$ cat src/hdl/isotp_pkg.sv
// Shared types and constants for the ISO-TP receive reassembler.
// No dependencies; imported by every module in hdl/.
package isotp_pkg;

  localparam int unsigned FrameBytes      = 7;   // payload bytes in one CAN frame
  localparam int unsigned FirstFrameBytes = 6;   // message bytes carried by a first frame
  localparam int unsigned QueueDepth      = 2;   // command queue between front and back
  localparam int unsigned QueuePtrW       = (QueueDepth > 1) ? $clog2(QueueDepth) : 1;
  localparam int unsigned QueueCntW       = $clog2(QueueDepth + 1);

  localparam int unsigned PayloadW = 8 * FrameBytes;
  localparam int unsigned LenW     = 12;
  localparam int unsigned SeqW     = 4;
  localparam int unsigned CountW   = 3;          // holds 1..FrameBytes

  // PCI frame type, upper nibble of frame byte 0
  typedef enum logic [3:0] {
    PciSingle = 4'h0,
    PciFirst  = 4'h1,
    PciConsec = 4'h2
  } pci_type_e;

  typedef struct packed {
    logic [7:0]          pci_byte;
    logic [PayloadW-1:0] payload;
  } frame_t;

  typedef struct packed {
    logic [7:0]      data_byte;
    logic [LenW-1:0] byte_index;
    logic            byte_valid;
    logic [SeqW-1:0] seq_number;
    logic            message_done;
    logic            sequence_error;
    logic [LenW-1:0] message_length;
    logic            last;
  } result_t;

  // One classified frame: the back end expands it into count results.
  typedef struct packed {
    logic [PayloadW-1:0] payload;
    logic [CountW-1:0]   count;      // results to emit, 1..7
    logic                offset;     // first message byte is frame byte 2 (first frame)
    logic [LenW-1:0]     base;       // message index of the first byte
    logic                has_bytes;  // results carry message bytes
    logic                done;       // final result completes the message
    logic                err;        // rejected consecutive frame
    logic [SeqW-1:0]     seq;        // held sequence number to report
  } cmd_t;

endpackage

$ cat src/hdl/isotp_front.sv
// Front end: accepts frames, tracks reassembly state, issues commands.
// Depends on isotp_pkg.
module isotp_front (
  input  logic                  clk_i,
  input  logic                  rst_ni,
  input  logic                  in_valid_i,
  output logic                  in_stall_o,
  input  isotp_pkg::frame_t     in_data_i,
  input  logic                  q_full_i,
  output logic                  push_o,
  output isotp_pkg::cmd_t       cmd_o
);
  import isotp_pkg::*;

  logic [LenW-1:0] rem_q, rem_d;
  logic [LenW-1:0] wc_q, wc_d;
  logic [SeqW-1:0] exp_q, exp_d;
  logic [SeqW-1:0] held_q, held_d;

  logic            accept;
  logic            emit;
  logic [3:0]      low;
  logic [7:0]      byte1;
  logic [LenW-1:0] total;
  pci_type_e       ptype;

  assign in_stall_o = q_full_i;
  assign accept     = in_valid_i && !q_full_i;
  assign push_o     = accept && emit;

  assign low   = in_data_i.pci_byte[3:0];
  assign byte1 = in_data_i.payload[PayloadW-1 -: 8];
  assign total = {low, byte1};
  assign ptype = pci_type_e'(in_data_i.pci_byte[7:4]);

  always_comb begin
    rem_d  = rem_q;
    wc_d   = wc_q;
    exp_d  = exp_q;
    held_d = held_q;
    emit   = 1'b0;
    cmd_o           = '0;
    cmd_o.payload   = in_data_i.payload;
    cmd_o.seq       = held_q;
    cmd_o.count     = CountW'(1);
    case (ptype)
      PciSingle: begin
        if (low <= 4'(FrameBytes)) begin
          emit            = 1'b1;
          rem_d           = '0;
          wc_d            = LenW'(low);
          cmd_o.has_bytes = (low != 4'd0);
          cmd_o.count     = (low == 4'd0) ? CountW'(1) : low[CountW-1:0];
          cmd_o.done      = 1'b1;
        end
      end
      PciFirst: begin
        emit            = 1'b1;
        rem_d           = (total >= LenW'(FirstFrameBytes)) ?
                          total - LenW'(FirstFrameBytes) : '0;
        exp_d           = SeqW'(1);
        wc_d            = LenW'(FirstFrameBytes);
        cmd_o.has_bytes = 1'b1;
        cmd_o.count     = CountW'(FirstFrameBytes);
        cmd_o.offset    = 1'b1;
      end
      PciConsec: begin
        emit      = 1'b1;
        held_d    = low;
        cmd_o.seq = low;
        if (low != exp_q || rem_q == '0) begin
          rem_d     = '0;
          wc_d      = '0;
          cmd_o.err = 1'b1;
        end else begin
          exp_d           = exp_q + SeqW'(1);
          cmd_o.has_bytes = 1'b1;
          cmd_o.base      = wc_q;
          if (rem_q > LenW'(FrameBytes)) begin
            cmd_o.count = CountW'(FrameBytes);
            rem_d       = rem_q - LenW'(FrameBytes);
          end else begin
            cmd_o.count = rem_q[CountW-1:0];
            cmd_o.done  = 1'b1;
            rem_d       = '0;
          end
          wc_d = wc_q + LenW'(cmd_o.count);
        end
      end
      default: begin
        emit = 1'b0;  // other frame types are dropped
      end
    endcase
  end

  always_ff @(posedge clk_i or negedge rst_ni) begin
    if (!rst_ni) begin
      rem_q  <= '0;
      wc_q   <= '0;
      exp_q  <= '0;
      held_q <= '0;
    end else if (accept) begin
      rem_q  <= rem_d;
      wc_q   <= wc_d;
      exp_q  <= exp_d;
      held_q <= held_d;
    end
  end

  // a consecutive frame that delivers bytes never asks for more than remained
  assert property (@(posedge clk_i) disable iff (!rst_ni)
    push_o && cmd_o.has_bytes && !cmd_o.offset && cmd_o.base != '0
      |-> LenW'(cmd_o.count) <= rem_q)
    else $error("consecutive frame count exceeds remaining bytes");

endmodule

$ cat src/hdl/isotp_queue.sv
// Short command queue that decouples the frame front end from the byte back end.
// Depends on isotp_pkg.
module isotp_queue (
  input  logic             clk_i,
  input  logic             rst_ni,
  input  logic             push_i,
  input  isotp_pkg::cmd_t  cmd_i,
  output logic             full_o,
  input  logic             pop_i,
  output logic             empty_o,
  output isotp_pkg::cmd_t  head_o
);
  import isotp_pkg::*;

  cmd_t                 mem_q [QueueDepth];
  logic [QueuePtrW-1:0] wr_q, rd_q;
  logic [QueueCntW-1:0] cnt_q;

  function automatic logic [QueuePtrW-1:0] ptr_inc(logic [QueuePtrW-1:0] p);
    ptr_inc = (p == QueuePtrW'(QueueDepth - 1)) ? '0 : p + QueuePtrW'(1);
  endfunction

  assign full_o  = (cnt_q == QueueCntW'(QueueDepth));
  assign empty_o = (cnt_q == '0);
  assign head_o  = mem_q[rd_q];

  always_ff @(posedge clk_i) begin
    if (push_i) begin
      mem_q[wr_q] <= cmd_i;
    end
  end

  always_ff @(posedge clk_i or negedge rst_ni) begin
    if (!rst_ni) begin
      wr_q  <= '0;
      rd_q  <= '0;
      cnt_q <= '0;
    end else begin
      if (push_i) begin
        wr_q <= ptr_inc(wr_q);
      end
      if (pop_i) begin
        rd_q <= ptr_inc(rd_q);
      end
      case ({push_i, pop_i})
        2'b10:   cnt_q <= cnt_q + QueueCntW'(1);
        2'b01:   cnt_q <= cnt_q - QueueCntW'(1);
        default: cnt_q <= cnt_q;
      endcase
    end
  end

  assert property (@(posedge clk_i) disable iff (!rst_ni)
    cnt_q <= QueueCntW'(QueueDepth))
    else $error("queue occupancy beyond depth");

  assert property (@(posedge clk_i) disable iff (!rst_ni)
    full_o |-> !push_i)
    else $error("push into full queue");

  assert property (@(posedge clk_i) disable iff (!rst_ni)
    empty_o |-> !pop_i)
    else $error("pop from empty queue");

endmodule

$ cat src/hdl/isotp_back.sv
// Back end: expands each command into indexed results, one per cycle
// unless stalled, into a registered output stage. Depends on isotp_pkg.
module isotp_back (
  input  logic                  clk_i,
  input  logic                  rst_ni,
  input  logic                  head_valid_i,
  input  isotp_pkg::cmd_t       head_i,
  output logic                  pop_o,
  output logic                  out_valid_o,
  input  logic                  out_stall_i,
  output isotp_pkg::result_t    out_data_o
);
  import isotp_pkg::*;

  logic [CountW-1:0]   k_q, k_d;
  logic                out_valid_q, out_valid_d;
  result_t             out_q, res;
  logic                advance;
  logic                last;
  logic [CountW-1:0]   sel;
  logic [PayloadW-1:0] shifted;
  logic [LenW-1:0]     idx;

  assign advance = !out_valid_q || !out_stall_i;
  assign last    = (k_q == head_i.count - CountW'(1));
  assign sel     = k_q + CountW'(head_i.offset);
  assign shifted = head_i.payload >> {CountW'(FrameBytes - 1) - sel, 3'b000};
  assign idx     = head_i.base + LenW'(k_q);
  assign pop_o   = advance && head_valid_i && last;

  always_comb begin
    res                = '0;
    res.byte_valid     = head_i.has_bytes;
    res.seq_number     = head_i.seq;
    res.message_done   = head_i.done && last;
    res.sequence_error = head_i.err;
    res.last           = last;
    if (head_i.has_bytes) begin
      res.data_byte      = shifted[7:0];
      res.byte_index     = idx;
      res.message_length = idx + LenW'(1);
    end
    out_valid_d = out_valid_q;
    k_d         = k_q;
    if (advance) begin
      out_valid_d = head_valid_i;
      if (head_valid_i) begin
        k_d = last ? '0 : k_q + CountW'(1);
      end
    end
  end

  always_ff @(posedge clk_i or negedge rst_ni) begin
    if (!rst_ni) begin
      out_valid_q <= 1'b0;
      k_q         <= '0;
    end else begin
      out_valid_q <= out_valid_d;
      k_q         <= k_d;
    end
  end

  always_ff @(posedge clk_i) begin
    if (advance && head_valid_i) begin
      out_q <= res;
    end
  end

  assign out_valid_o = out_valid_q;
  assign out_data_o  = out_q;

  assert property (@(posedge clk_i) disable iff (!rst_ni)
    out_valid_o && out_data_o.sequence_error
      |-> !out_data_o.byte_valid && out_data_o.last)
    else $error("error result must be a lone byteless result");

  assert property (@(posedge clk_i) disable iff (!rst_ni)
    out_valid_o && out_data_o.message_done |-> out_data_o.last)
    else $error("message completion not on final result of frame");

  assert property (@(posedge clk_i) disable iff (!rst_ni)
    head_valid_i |-> k_q < head_i.count)
    else $error("byte counter ran past command count");

endmodule

$ cat src/hdl/isotp_frame_reassembler.sv
// Top level of the ISO-TP receive reassembler.
// Depends on isotp_pkg, isotp_front, isotp_queue and isotp_back.
//
// Usage:
//   Input channel (in_valid_i / in_stall_o / in_data_i) takes one received CAN
//   frame per transaction: the PCI byte and the seven payload bytes.
//   Output channel (out_valid_o / out_stall_i / out_data_o) delivers one indexed
//   message byte, or one status-only result, per transaction.
//   Single frames give 0..7 bytes at index 0 and complete a message; an empty
//   single frame gives one byteless result marked done. First frames give six
//   bytes and arm the sequence check; consecutive frames give up to seven bytes
//   at running indices. A rejected consecutive frame gives one result with
//   sequence_error set. Frames of other types, and oversized single frames, are
//   taken and dropped without any result.
//   The first result of a frame is written into the command queue and then into
//   the output register, where it is held while the output is stalled.
//   Throughput: the front takes one frame per cycle while the two-entry command
//   queue has room; the back emits one result per cycle while the output is not
//   stalled, and each command gives 1 to 7 results.
//   Reset clears the reassembly state, the queue and the output valid flag.
//   A stall on the output holds the current result; the queue then fills and
//   in_stall_o rises, stalling the sender.
module isotp_frame_reassembler (
  input  logic                  clk_i,
  input  logic                  rst_ni,
  input  logic                  in_valid_i,
  output logic                  in_stall_o,
  input  isotp_pkg::frame_t     in_data_i,
  output logic                  out_valid_o,
  input  logic                  out_stall_i,
  output isotp_pkg::result_t    out_data_o
);
  import isotp_pkg::*;

  logic push;
  logic pop;
  logic q_full;
  logic q_empty;
  cmd_t cmd;
  cmd_t head;

  // Frame classification and reassembly state
  isotp_front u_front (
    .clk_i      (clk_i),
    .rst_ni     (rst_ni),
    .in_valid_i (in_valid_i),
    .in_stall_o (in_stall_o),
    .in_data_i  (in_data_i),
    .q_full_i   (q_full),
    .push_o     (push),
    .cmd_o      (cmd)
  );

  // Decouples frame intake from byte output
  isotp_queue u_queue (
    .clk_i   (clk_i),
    .rst_ni  (rst_ni),
    .push_i  (push),
    .cmd_i   (cmd),
    .full_o  (q_full),
    .pop_i   (pop),
    .empty_o (q_empty),
    .head_o  (head)
  );

  // Byte expansion and output register
  isotp_back u_back (
    .clk_i        (clk_i),
    .rst_ni       (rst_ni),
    .head_valid_i (!q_empty),
    .head_i       (head),
    .pop_o        (pop),
    .out_valid_o  (out_valid_o),
    .out_stall_i  (out_stall_i),
    .out_data_o   (out_data_o)
  );

endmodule
$ cat config.mk
export PLATFORM = sky130hd
export DESIGN_NAME = isotp_frame_reassembler
export DESIGN_NICKNAME = d
export VERILOG_FILES = /design/src/hdl/isotp_pkg.sv /design/src/hdl/isotp_front.sv /design/src/hdl/isotp_queue.sv /design/src/hdl/isotp_back.sv /design/src/hdl/isotp_frame_reassembler.sv
export SDC_FILE = /design/constraint.sdc
export NUM_CORES = 1
export LEC_CHECK = 0
export BUFFER_PORTS_ARGS = -buffer_cell sky130_fd_sc_hd__buf_2
export CORE_MARGIN = 2
export CORE_UTILIZATION = 35
export CTS_CLUSTER_SIZE = 12
export DETAILED_ROUTE_END_ITERATION = 7
export GPL_TIMING_DRIVEN = 0
export SETUP_SLACK_MARGIN = 0.05
export SYNTH_ARGS = -nofsm -noshare
export SYNTH_HDL_FRONTEND = slang
export SYNTH_SLANG_ARGS = --single-unit
export TNS_END_PERCENT = 30
$ cat constraint.sdc
create_clock -name clk_i -period 6.2 [get_ports clk_i]
set_input_delay 0.62 -clock clk_i [delete_from_list [all_inputs] [get_ports clk_i]]
set_output_delay 0.62 -clock clk_i [all_outputs]
set_load 0.005 [all_outputs]
Yosys cells after proc, flatten, opt, wreduce, memory -nomap -nowiden
Memory sizes are Yosys's and may differ from the RTL's.
Cells that the tools add are included.
{ "classes": {"shifts": 1, "n_eq_ne": 9, "bitwise": 1, "order_cmp": 3, "add_sub_neg": 14, "n_mux": 34, "reduce_logical": 24} }
{ "op_table": {"columns": ["op", "n"], "rows": [
  ["12-bit two-way mux", 7],
  ["12-bit one-hot mux with 3 select lines", 2],
  ["56-bit by 6-bit right shift with 8-bit output", 1],
  ["12-bit by 3-bit adder with 12-bit output", 2],
  ["12-bit by 3-bit subtractor with 12-bit output (second input constant)", 2],
  ["3-bit two-way mux", 7],
  ["14-bit two-way mux", 1],
  ["12-bit by 1-bit adder with 12-bit output (second input constant)", 1],
  ["12-bit by 3-bit greater-or-equal comparator with 1-bit output (second input constant)", 1],
  ["12-bit by 3-bit > comparator with 1-bit output (second input constant)", 1],
  ["12-bit zero test", 1],
  ["3-bit one-hot mux with 3 select lines", 1],
  ["4-bit zero test", 2],
  ["1-bit two-way mux", 8],
  ["4-bit one-hot mux with 2 select lines", 1],
  ["3-bit AND reduction", 2],
  ["1-bit logical AND", 5],
  ["5-bit two-way mux", 1],
  ["4-bit by 1-bit adder with 4-bit output (second input constant)", 1],
  ["2-bit equality test (second input constant)", 2],
  ["4-bit by 1-bit equality test with 1-bit output (second input constant)", 1],
  ["4-bit by 2-bit equality test with 1-bit output (second input constant)", 1],
  ["4-bit by 3-bit <= comparator with 1-bit output (second input constant)", 1],
  ["1-bit zero test", 4],
  ["25 further kinds", 30]
]} }
{ "word_totals": {"memories": 1, "input_bits": 68, "output_inout_bits": 42, "ram_bits": 158, "elab_cells": 104, "register_bits": 80} }
{ "memory_table": {"columns": ["name", "depth", "width", "read_ports", "rd_clocked_by_memory_dff", "wr", "line", "text"], "rows": [
  ["u_queue.mem_q", 2, 79, 1, 0, 1, "isotp_queue.sv:15", "cmd_t mem_q [QueueDepth];"]
]} }

Logic depth before layout (Yosys ltp)
{ "depth": {"ltp_word": 7, "ltp_mapped": 15, "ltp_nobuf": 11} }

Hierarchy
Synthesis repeated with hierarchy kept, for this count alone.
{ "unflattened": {"cells_unflattened": 840, "area_unflattened_um2": 11842.6} }
{ "by_module_without_submodules": {"columns": ["mod", "area_per_inst_um2", "cells_each", "instances"], "rows": [
  ["isotp_queue", 6286.0, 262, 1],
  ["isotp_front", 2872.8, 339, 1],
  ["isotp_back", 2680.1, 238, 1],
  ["isotp_frame_reassembler", 3.8, 1, 1]
]} }

Worst setup path before layout
OpenSTA, ideal clock, no wires.
{ "synth_path": {"kind": "input -> register", "startpoint": "input port in_data_i[61] in the netlist's numbering", "endpoint": "memory u_queue.mem_q[0][0] in the netlist's numbering (enable)", "n_path_buf": 2, "setup_ns": 0.517, "slack_ns": 0.760, "arrival_time_ns": 4.923, "path_stages": 6, "required_time_ns": 5.683, "path_cell_list": "or3_1 > clkbuf_1 > a21oi_1 > o21ai_0 > clkbuf_1 > nor2_1"} }
{ "synth_via": {"elab_chain_cells": 6} }
{ "synth_lines": {"columns": ["element", "line", "text"], "rows": [
  ["start, declared", "isotp_frame_reassembler.sv:28", "input isotp_pkg::frame_t in_data_i,"],
  ["4-bit by 1-bit equality test with 1-bit output / 4-bit by 2-bit equality test with 1-bit output (equally long branches)", "isotp_front.sv:46", "case (ptype)"],
  ["2-bit OR reduction (no source line)", null, null],
  ["1-bit one-hot mux with 2 select lines (*)", "isotp_front.sv:46", null],
  ["1-bit logical AND (*)", "isotp_front.sv:29", "assign push_o = accept && emit;"],
  ["1-bit two-way mux (*)", "isotp_queue.sv:28", "if (push_i) begin"],
  ["1-bit two-way mux (implied by the code) (*)", "isotp_queue.sv:29", "mem_q[wr_q] <= cmd_i;"],
  ["end, declared", "isotp_queue.sv:15", null]
]} }
Every way passes the cells marked *; elsewhere a longest branch is shown, timed or not.

Worst setup path after layout
{ "layout_path": {"startpoint": "register u_queue.rd_q", "endpoint": "register u_back.out_q, in the netlist u_back.out_data_o[11] (data pin)"} }
{ "layout_via": {"elab_chain_cells": 3} }
{ "layout_lines": {"columns": ["element", "line", "text"], "rows": [
  ["start, declared", "isotp_queue.sv:16", "logic [QueuePtrW-1:0] wr_q, rd_q;"],
  ["start signal, assigned", "isotp_queue.sv:43", "rd_q <= ptr_inc(rd_q);"],
  ["memory 2 x 79 bit (*)", null, null],
  ["12-bit by 3-bit adder with 12-bit output", "isotp_back.sv:28", "assign idx = head_i.base + LenW'(k_q);"],
  ["12-bit by 1-bit adder with 12-bit output", "isotp_back.sv:41", "res.message_length = idx + LenW'(1);"],
  ["end signal, assigned", "isotp_back.sv:65", "out_q <= res;"],
  ["end, declared", "isotp_back.sv:17", "result_t out_q, res;"]
]} }
Marks and branches as above.
A chain may end at the register's enable or synchronous reset.

==> parameters.txt <==
Parameter                              Value

Clock tree
  Count of clock tree sinks    238
  CTS clk-pin slew, worst paths    about 0.06 ns
  Longest Clk Path Bufs    3
  Quantity of gates resized following cts    0
  Cts-stage hold buffer count    0
  Clock root buffer master    sky130_fd_sc_hd__clkbuf_16
  Insertion delay to the later sink of the worst-skew pair    0.52 ns
  TritonCTS Buffers    27
  Count of buffers added by post-CTS timing repair for setup    0
  TritonCTS clock tree    built
  H-tree depth    1

STA
  Clock tree skew after final layout    between 0.009 and 0.01 ns
  Final number of hold-violating endpoints    0
  Transition at the pin with the smallest max-transition slack    1.015 ns
  Setup repair after global routing missed its margin    false
  Total setup violations reported at the end of the flow    0
  Min Tclk post-route    between 5 and 6 ns
  Fmax    between 0.15 and 0.2 GHz
  Max_slew headroom    between 30% and 40%
  Final worst path period share    ~88%
  Number of max-slew violations in the final report    0
  WHS    0.2739 ns
  Setup slack of the critical path after layout    around 0.74 ns
  Final total negative setup slack    0 ns

Worst setup path
  Data required time at the worst endpoint    roughly 6.5 ns
  Largest fanout on the critical path    10
  Crit Path Class    reg2reg
  Crit path launch type    flop
  CP Buf/Inv Count    6
  CP peak stage delay    ~0.53 ns
  Cell mode on critical path    sky130_fd_sc_hd__buf_2
  Destination of the worst register-to-register timing path    u_back.out_data_o[11]
  Arr. time, crit path    approximately 5.7 ns
  Launching point of the worst reg2reg path    u_queue.rd_q
  Reg2reg setup slack    0.74 ns
  Count of cells along the worst register-to-register path    15
  Cell at the slowest stage of the critical path    sky130_fd_sc_hd__or4_4
  Kind of cell with the highest combined delay on the critical path    buffers and inverters
  Element type at the critical path end    flop
  Crit-path cells    buf_6 -> buf_4 -> buf_2 -> buf_2 -> buf_2 -> buf_2 -> mux2_2 -> ha_1 -> fa_1 -> a21oi_1 -> nor3_1 -> or2_1 -> or4_4 -> nor3_1 -> mux2_2

Routing
  Per-cell routed wire length    ~18 µm
  Drt drc    0
  Total number of vias    roughly 6400
  Starting DRT DRC Count    518
  Final wirelength    22.81 mm
  ANT nets after route    0
  Detailed-route vias per instance    5.036
  First-pass DRT Iterations    5

Logic synthesis
  Most used DFF post-synth    sky130_fd_sc_hd__edfxtp_1
  Number of distinct library cells after synthesis    64
  Leading cell types by count after synthesis    sky130_fd_sc_hd__edfxtp_1 (198), sky130_fd_sc_hd__nor2_1 (52), sky130_fd_sc_hd__o21ai_0 (47)
  Post-synth EDFFs    198
  Syn_nets    a little over 800
  Post-synthesis sequential element count    between 200 and 250
  Main area contributors after synthesis    sky130_fd_sc_hd__edfxtp_1 (56%), sky130_fd_sc_hd__dfrtp_1 (9.5%), sky130_fd_sc_hd__mux4_2 (5.1%), sky130_fd_sc_hd__mux2_2 (2.6%), sky130_fd_sc_hd__o21ai_0 (2.2%)
  Sequential share of the synthesized area    approximately two thirds
  Average footprint of a synthesized cell    between 10 and 15 µm²
  Share of synthesized flip-flops with an asynchronous set or reset    between 10% and 20%
  Warning count from the yosys run    0
  Top cell type by total area after synthesis    sky130_fd_sc_hd__edfxtp_1
  Leading cell type by number of instances after synthesis    sky130_fd_sc_hd__edfxtp_1
  Gate count of the mapped netlist    732
  Syn Std Cell Area    between 10000 and 15000 µm²
  Synth top area share    ~56%

Placement
  Setup slack at placement    about 0.73 ns
  Port buffer count    approximately 110
  Routability cong.    about 0.81
  Cell area after placement    11670 µm²
  HPWL reported at the end of detailed placement    16.12 mm

Global route
  Global router's overall resource usage    about 14%
  Global-route wire length before repair    about 36 mm
  Largest net degree at the start of global routing    43
  Global route total overflow    0
  Initial antenna violation count    1
  Number of global-route vias before repair    6413

Die
  Initial core utilization    roughly 36%
  Placeable core region    a little under 30000 µm²
  Vert. Die Dim    177.7 µm
  Total number of placement rows    between 60 and 70
  I/O pin count    110
  Width of the die    between 150 and 200 µm
  Area of the die    31570 µm²

Finish
  N_diodes    0
  Number of nets in the final layout    ~960
  Post-route design area    roughly 13000 µm²
  Fraction of final layout cells sized beyond drive strength 1    24.72%
  Area growth syn-to-layout    18.52%

Power and ir drop
  Leak    around 4.6 nW
  Reported net switching power    about 1.6 mW
  Cell internal pwr    between 3 and 4 mW
  Clk network pwr share    28.7%
  Net switching share of the total power    31.12%
  Areal power density over the cells    416.8 nW/µm²
  Combinational cell fraction of total power    30.6%
  Max VDD drop    0.2246 mV
  Sequential share of power    between 40% and 50%

Run
  Count of maximum capacitance violations    0

Status
  Status    finished clean

Hold path
  Class of the tightest hold or removal check    in2async
==> per-stage QoR <==
stage / util [%] / std cells / total power, mW
6_report: 42.22 / 1280 / 5.216
5_1_grt: 42.22 / 1280 / 5.498
4_1_cts: 42.22 / 1280 / 5.276
3_5_place_dp: 39.38 / 1232 / 3.766
3_3_place_gp: 39.06 / 1228 / 3.754
2_1_floorplan: - / 732 / 3.219
==> worst max path at each step <==
stage / from / endpoint / slack [ns] / cells after the start
detailed placement: u_queue.rd_q / u_back.out_data_o[11] / 0.73 / 15
floorplan: in_data_i[61] / u_queue.mem_q[0][0] / 0.76 / 6
global route: u_queue.rd_q / u_back.out_data_o[11] / 0.45 / 15
CTS: u_queue.rd_q / u_back.out_data_o[11] / 0.68 / 15
finish: u_queue.rd_q / u_back.out_data_o[11] / 0.74 / 15
global placement: in_data_i[61] / u_queue.mem_q[0][65] / -1.81 / 7
==> logic make-up (layout without fill, tap and decap cells) <==
kind of cell | Yosys count | in the layout | synth area share [%]
AO/OA/AOI/OAI | 143 | 143 | 8.817
XOR/XNOR | 35 | 35 | 2.904
adder cells (fa/ha/maj) | 19 | 19 | 2.394
buffers and inverters | 44 | 202 | 1.730
flip-flops | 238 | 238 | 65.80
multiplexers | 62 | 62 | 9.090
AND/OR/NAND/NOR | 191 | 191 | 9.268
==> power groups by stage <==
stage,Sequential [mW],Clock (mW),Combinational (mW)
finish,2.12,1.49,1.60
global route,2.15,1.59,1.76
CTS,2.13,1.53,1.62
detailed placement,2.16,0,1.61
global placement,2.16,0,1.59
floorplan,2.16,0,1.06
==> layout by cell type (no fill, tap or decap), types with 9 or more instances in the layout <==
cell / instances
sky130_fd_sc_hd__and3_1: 9
sky130_fd_sc_hd__ha_1: 17
sky130_fd_sc_hd__dfrtp_1: 40
sky130_fd_sc_hd__a211oi_1: 17
sky130_fd_sc_hd__nand2_1: 33
sky130_fd_sc_hd__clkbuf_16: 27
sky130_fd_sc_hd__nand3_1: 15
sky130_fd_sc_hd__mux2i_1: 12
sky130_fd_sc_hd__mux4_2: 24
sky130_fd_sc_hd__mux2_2: 24
sky130_fd_sc_hd__xnor2_1: 20
sky130_fd_sc_hd__o21ai_0: 47
sky130_fd_sc_hd__xor2_1: 15
sky130_fd_sc_hd__edfxtp_1: 198
sky130_fd_sc_hd__nor2b_1: 14
sky130_fd_sc_hd__inv_1: 14
sky130_fd_sc_hd__a21oi_1: 28
sky130_fd_sc_hd__buf_2: 111
sky130_fd_sc_hd__clkbuf_1: 30
sky130_fd_sc_hd__nor3_1: 12
sky130_fd_sc_hd__nor2_1: 50
sky130_fd_sc_hd__a22oi_1: 11
sky130_fd_sc_hd__and2_1: 16
==> flip-flops by register name (all words and copies together), names as in the netlist <==
signal,cells
u_queue.mem_q,158
u_queue.cnt_q,2
u_front.rem_q,12
u_front.held_q,4
u_queue.wr_q,1
u_back.k_q,3
u_back.out_valid_o,1
u_queue.rd_q,1
u_front.wc_q,12
u_front.exp_q,4
u_back.out_data_o,40
==> area by class of cell <==
type                    count  area (µm²)
repair buffers            110       610.6
well taps                 390       488.0
flip-flops and latches    238        6947
clock inverters             9       81.33
clock buffers              39       760.7
fillers                  2764       17130
plain buffers              29       126.4
inverters                  15       56.30
multi-input cells         450        3443
==> metal layers <==
metal	global-route usage, %	part of all wire (%)	up-vias
met5	0	0.048	-
met3	2.421	5.0	35
met1	19.43	44	3144
met2	24.01	49	167
li1	-	-	3098
met4	3.757	2.2	2
(Power assumes the default switching activity.)
